--- src/design/spp_pkg.sv ---
// Shared codes, widths and interface types of the star point projector.
package spp_pkg;

  localparam int QUOT_BITS = 25;
  localparam int QUOT_W    = QUOT_BITS + 1;
  localparam int NUM_W     = 96;
  localparam int DEN_W     = 66;
  localparam int DEPTH_MIN = 10738;

  typedef enum logic [1:0] {
    REQ_PLOT     = 2'd0,
    REQ_READ     = 2'd1,
    REQ_READ_CLR = 2'd2
  } req_e;

  typedef enum logic [1:0] {
    ST_PLOTTED   = 2'd0,
    ST_BEHIND    = 2'd1,
    ST_OFFSCREEN = 2'd2,
    ST_READ      = 2'd3
  } status_e;

  typedef enum logic [2:0] {
    CFG_CAM_X = 3'd0,
    CFG_CAM_Y = 3'd1,
    CFG_CAM_Z = 3'd2,
    CFG_DIR_X = 3'd3,
    CFG_DIR_Y = 3'd4,
    CFG_DIR_Z = 3'd5,
    CFG_GAIN  = 3'd6
  } cfg_idx_e;

  typedef struct packed {
    logic             start;
    logic [NUM_W-1:0] num;
    logic [DEN_W-1:0] den;
  } div_req_t;

  typedef struct packed {
    logic              busy;
    logic              done;
    logic [QUOT_W-1:0] quo;
  } div_rsp_t;

endpackage

--- src/design/spp_divider.sv ---
// Bit-serial restoring divider, quotient capped at 2^QUOT_BITS.
module spp_divider (
  input  logic              clk_i,
  input  logic              rst_ni,
  input  spp_pkg::div_req_t req_i,
  output spp_pkg::div_rsp_t rsp_o
);

  logic                          busy_q, done_q;
  logic [4:0]                    cnt_q;
  logic [spp_pkg::NUM_W-1:0]     rem_q, dsh_q;
  logic [spp_pkg::QUOT_W-1:0]    quo_q;
  logic                          ge;

  assign ge = rem_q >= dsh_q;

  always_ff @(posedge clk_i or negedge rst_ni) begin
    if (!rst_ni) begin
      busy_q <= 1'b0;
      done_q <= 1'b0;
      cnt_q  <= '0;
    end else begin
      if (req_i.start && !busy_q) begin
        busy_q <= 1'b1;
        done_q <= 1'b0;
        cnt_q  <= 5'(spp_pkg::QUOT_BITS);
      end else if (busy_q) begin
        if (cnt_q == 5'(spp_pkg::QUOT_BITS) && ge) begin
          busy_q <= 1'b0;
          done_q <= 1'b1;
        end else if (cnt_q == 5'd0) begin
          busy_q <= 1'b0;
          done_q <= 1'b1;
        end else begin
          done_q <= 1'b0;
          cnt_q  <= cnt_q - 5'd1;
        end
      end else begin
        done_q <= 1'b0;
      end
    end
  end

  always_ff @(posedge clk_i) begin
    if (req_i.start && !busy_q) begin
      rem_q <= req_i.num;
      dsh_q <= spp_pkg::NUM_W'(req_i.den) << spp_pkg::QUOT_BITS;
      quo_q <= '0;
    end else if (busy_q) begin
      if (cnt_q == 5'(spp_pkg::QUOT_BITS)) begin
        if (ge) quo_q[spp_pkg::QUOT_BITS] <= 1'b1;
      end else if (ge) begin
        rem_q        <= rem_q - dsh_q;
        quo_q[cnt_q] <= 1'b1;
      end
      dsh_q <= dsh_q >> 1;
    end
  end

  assign rsp_o.busy = busy_q;
  assign rsp_o.done = done_q;
  assign rsp_o.quo  = quo_q;

endmodule

--- config.mk ---
export PLATFORM = sky130hd
export DESIGN_NAME = spp_divider
export DESIGN_NICKNAME = d
export VERILOG_FILES = /design/src/design/spp_pkg.sv /design/src/design/spp_divider.sv
export SDC_FILE = /design/constraint.sdc
export NUM_CORES = 1
export LEC_CHECK = 0
export BUFFER_PORTS_ARGS = -buffer_cell sky130_fd_sc_hd__buf_2
export CAP_MARGIN = 20
export CORE_AREA = 4 4 180 182
export CTS_CLUSTER_DIAMETER = 80
export DETAILED_ROUTE_END_ITERATION = 6
export DIE_AREA = 0 0 184 186
export PLACE_DENSITY_LB_ADDON = 0.08
export SETUP_SLACK_MARGIN = 0.15
export SYNTH_ARGS = -nofsm -noshare
export SYNTH_HDL_FRONTEND = slang
export SYNTH_SLANG_ARGS = --single-unit
--- constraint.sdc ---
create_clock -name clk_i -period 27.1 [get_ports clk_i]
set_input_delay 5.42 -clock clk_i [delete_from_list [all_inputs] [get_ports clk_i]]
set_output_delay 5.42 -clock clk_i [all_outputs]
set_load 0.005 [all_outputs]
==> impl_metrics.json <==
{
  "synth_seq_cells": 220,
  "post_synth_xor_area_fraction": 0.0538,
  "cp.buffers_inverters": 4,
  "start_kind": "input port",
  "synth.area.mux_share": 0.00281,
  "totalWireLength_um": 40000,
  "holdWs_ns": 0.444,
  "max-slew-margin-rel": 0.302,
  "critPathCaptureType": "flop",
  "synth_simple_gate_area_frac": 0.170,
  "synth_adder_area_share": 0.0798,
  "synthDistinctLibCells": 80,
  "clk-insertion-delay-late_ns": 0.56,
  "floorplan.die.height_um": 186,
  "crit_arrival_ns": 8.26,
  "critPathCapture": "rem_q[71]",
  "track_usage": 0.228,
  "half_perimeter_wire_length_after_placement_um": 29700,
  "place_inst": 2292,
  "synthesis.nets": 2058,
  "wl_per_cell_um": 17.1,
  "avgSynthCellArea_um2": 8.43,
  "final.setup.worst_slack_ns": 19.02,
  "wire_length_of_the_first_global_routing_pass_um": 64900,
  "cp_num_cells": 6,
  "layout.cells.most_common_list": "nand2_1, a21oi_1, buf_2",
  "cts_post_setup_buffers_inserted": 0,
  "max-clock-path-buffers": 3,
  "dpl_worst_slack_ns": 18.21,
  "required_ns": 27.28,
  "area_growth_syn_to_layout_pct": 13.7,
  "cts-resized-gates": 0,
  "antenna_found_initial": 0,
  "ctsHtreeMaxLevel": 1,
  "die_w_um": 184,
  "routed-wl-met2_um": 18700,
  "critical-path-top-delay-family": "buffers and inverters",
  "drv_slew": 0,
  "worst_setup_path_start": "req_i[162]",
  "maxUsedRoutingLayer": "met4",
  "min-delay-path-class": "flop to flop",
  "root_buffer": "clkbuf_16",
  "cp_max_fo": 63,
  "report.final.setup_viol": 0,
  "max_freq_mhz": 124,
  "finalHoldViolCount": 0,
  "routed-via-count": 13206,
  "synth_warn": 0,
  "synth_area_um2": 15100,
  "vias_per_cell": 5.64,
  "cap_violations": 0,
  "fin_crit_ns": 8.08,
  "met1Wirelength_um": 18000,
  "seq_area_frac_synth": 0.400,
  "totalNegativeSetupSlack_ns": 0,
  "synth_enable_flop_cells": 162,
  "start_util": 0.495,
  "tritoncts": "done",
  "finalNonFillerCells": 2343,
  "most_used_cell_along_the_critical_path": "buf_4",
  "clkTransAtPathRegs_ns": 0.06,
  "hold_buffers": 0,
  "cts_inserted_buffers": 27,
  "criticalPathCategory": "input port to flop",
  "dominant_combinational_cell_family_by_area_after_synthesis": "compound AO/OA/AOI/OAI gates",
  "crit-reg2reg-capture": "rem_q[71]",
  "rr_startpoint": "dsh_q[12]",
  "drt.antenna.violating_nets": 0,
  "placement.io_buffers": 192,
  "grt_pass1_vias": 13093,
  "final_nets": 2187,
  "unrepaired_setup_endpoints_after_global_routing": "false",
  "path_cells": "buf_4 -> buf_4 -> nand2b_4 -> o21ai_4 -> buf_12 -> buf_4",
  "drtIter0Drc": 829,
  "layout.cells.most_common": "nand2_1",
  "gp_routability_congestion": 0.943,
  "final_min_period_over_clock_period": 0.298,
  "synth_cells": 1797,
  "antenna_cells": 0,
  "cpPeakStageDelay_ns": 0.70,
  "critical-path-slowest-cell": "buf_4",
  "wl_met3_um": 2180,
  "synthesized_area_fraction_occupied_by_ao_oa_aoi_and_oai_cells": 0.235,
  "drtPass1Iterations": 5,
  "remaining_drc_errors": 0,
  "synth_top_flop_cell": "edfxtp_1",
  "grt_max_degree": 99,
  "pin_count": 193,
  "synth_async_sr_flop_share": 0.0318,
  "fp.dieArea_um2": 34200,
  "final_layout_size_suffix_gt1_frac": 0.142,
  "r2r_cells": 15,
  "core_um2": 30600,
  "grt_overflow": 0,
  "clkSinkCount": 220,
  "worst_clock_skew_ns": 0.0187,
  "r2r_slack_ns": 22.33,
  "max_slew.worst_pin.slew_ns": 1.04,
  "layout.filler_cells": 2884,
  "run_status": "complete, no violations",
  "placementRows": 64
}
registers in the layout, summed over array words and instances, names as in the netlist:
| register | cells |
|---|---|
| busy_q | 1 |
| cnt_q | 5 |
| done_q | 1 |
| dsh_q | 91 |
| quo_q | 26 |
| rem_q | 96 |
metrics by stage:
step	cell area (µm²)	utilization
after detailed placement	16300	0.532
after floorplan	15100	-
after CTS	17200	0.563
after global placement	16300	0.532
after global routing	17200	0.563
final	17200	0.563
worst register-to-register path: cells and delay by family, from the launching register on:
family	cells	cell delay, ns
compound gates	6	1.28
fa+ha+maj	1	0.39
buf+inv	3	1.05
flops	1	0.35
simple gates	5	1.28
Yosys cell counts, types with 5 or more instances:
cell type	instances	area share
a211o_1	6	0.0035
o21a_1	11	0.0055
o21ai_0	137	0.045
edfxtp_1	162	0.32
a21boi_0	12	0.0059
o31ai_1	30	0.015
o21bai_1	22	0.011
and2_1	6	0.0025
and3_1	13	0.0054
a21oi_1	209	0.069
ha_1	95	0.078
a21o_1	55	0.027
nor3_1	14	0.0046
inv_1	124	0.031
or4_1	6	0.0030
xnor2_1	53	0.031
a211oi_1	5	0.0025
xor2_1	40	0.023
clkbuf_1	87	0.022
dfxtp_1	51	0.067
nand2b_1	6	0.0025
nor2b_1	14	0.0058
nor2_1	176	0.044
and4_1	5	0.0029
a31oi_1	23	0.0095
nand2_1	274	0.068
nand4_1	33	0.014
nand3_1	15	0.0050
o211ai_1	6	0.0030
dfrtp_1	7	0.012
nor4_1	8	0.0033
cell type report:
| class | instances | area, µm² | share of cell area |
|---|---|---|---|
| Sequential cell | 220 | 6060 | 0.352 |
| Clock buffer | 46 | 891 | 0.0517 |
| Inverter | 125 | 469 | 0.0272 |
| Timing Repair Buffer | 200 | 1040 | 0.0601 |
| Tap cell | 396 | 495 | 0.0288 |
| Multi-Input combinational cell | 1352 | 8240 | 0.478 |
| Clock inverter | 4 | 35.0 | 0.00203 |
logic make-up after synthesis:
family | count (synthesis)
and+or+nand+nor | 588
DFF | 220
buffers and inverters | 225
muxes | 4
AOI/OAI and AO/OA | 571
xor gates and xnor gates | 93
adders and majority gates | 96
layer usage:
metal | global-route usage | vias to the layer above
li1 | - | 6671
met1 | 0.310 | 6121
met2 | 0.387 | 353
met3 | 0.0287 | 61
met4 | 0.0615 | 0
met5 | 0 | -
how the worst min path moves through the flow:
stage,start,to,slack (ns),depth (start not counted)
floorplan,dsh_q[24],dsh_q[23],0.43,2
global placement,dsh_q[21],dsh_q[20],0.44,2
detailed placement,dsh_q[10],dsh_q[9],0.44,2
CTS,dsh_q[3],dsh_q[2],0.45,2
global route,dsh_q[3],dsh_q[2],0.48,2
finish,dsh_q[3],dsh_q[2],0.44,2
Power is left out: the tool's default activity adds up to more than one toggle a clock period on the data nets, which glitch-free logic cannot reach.
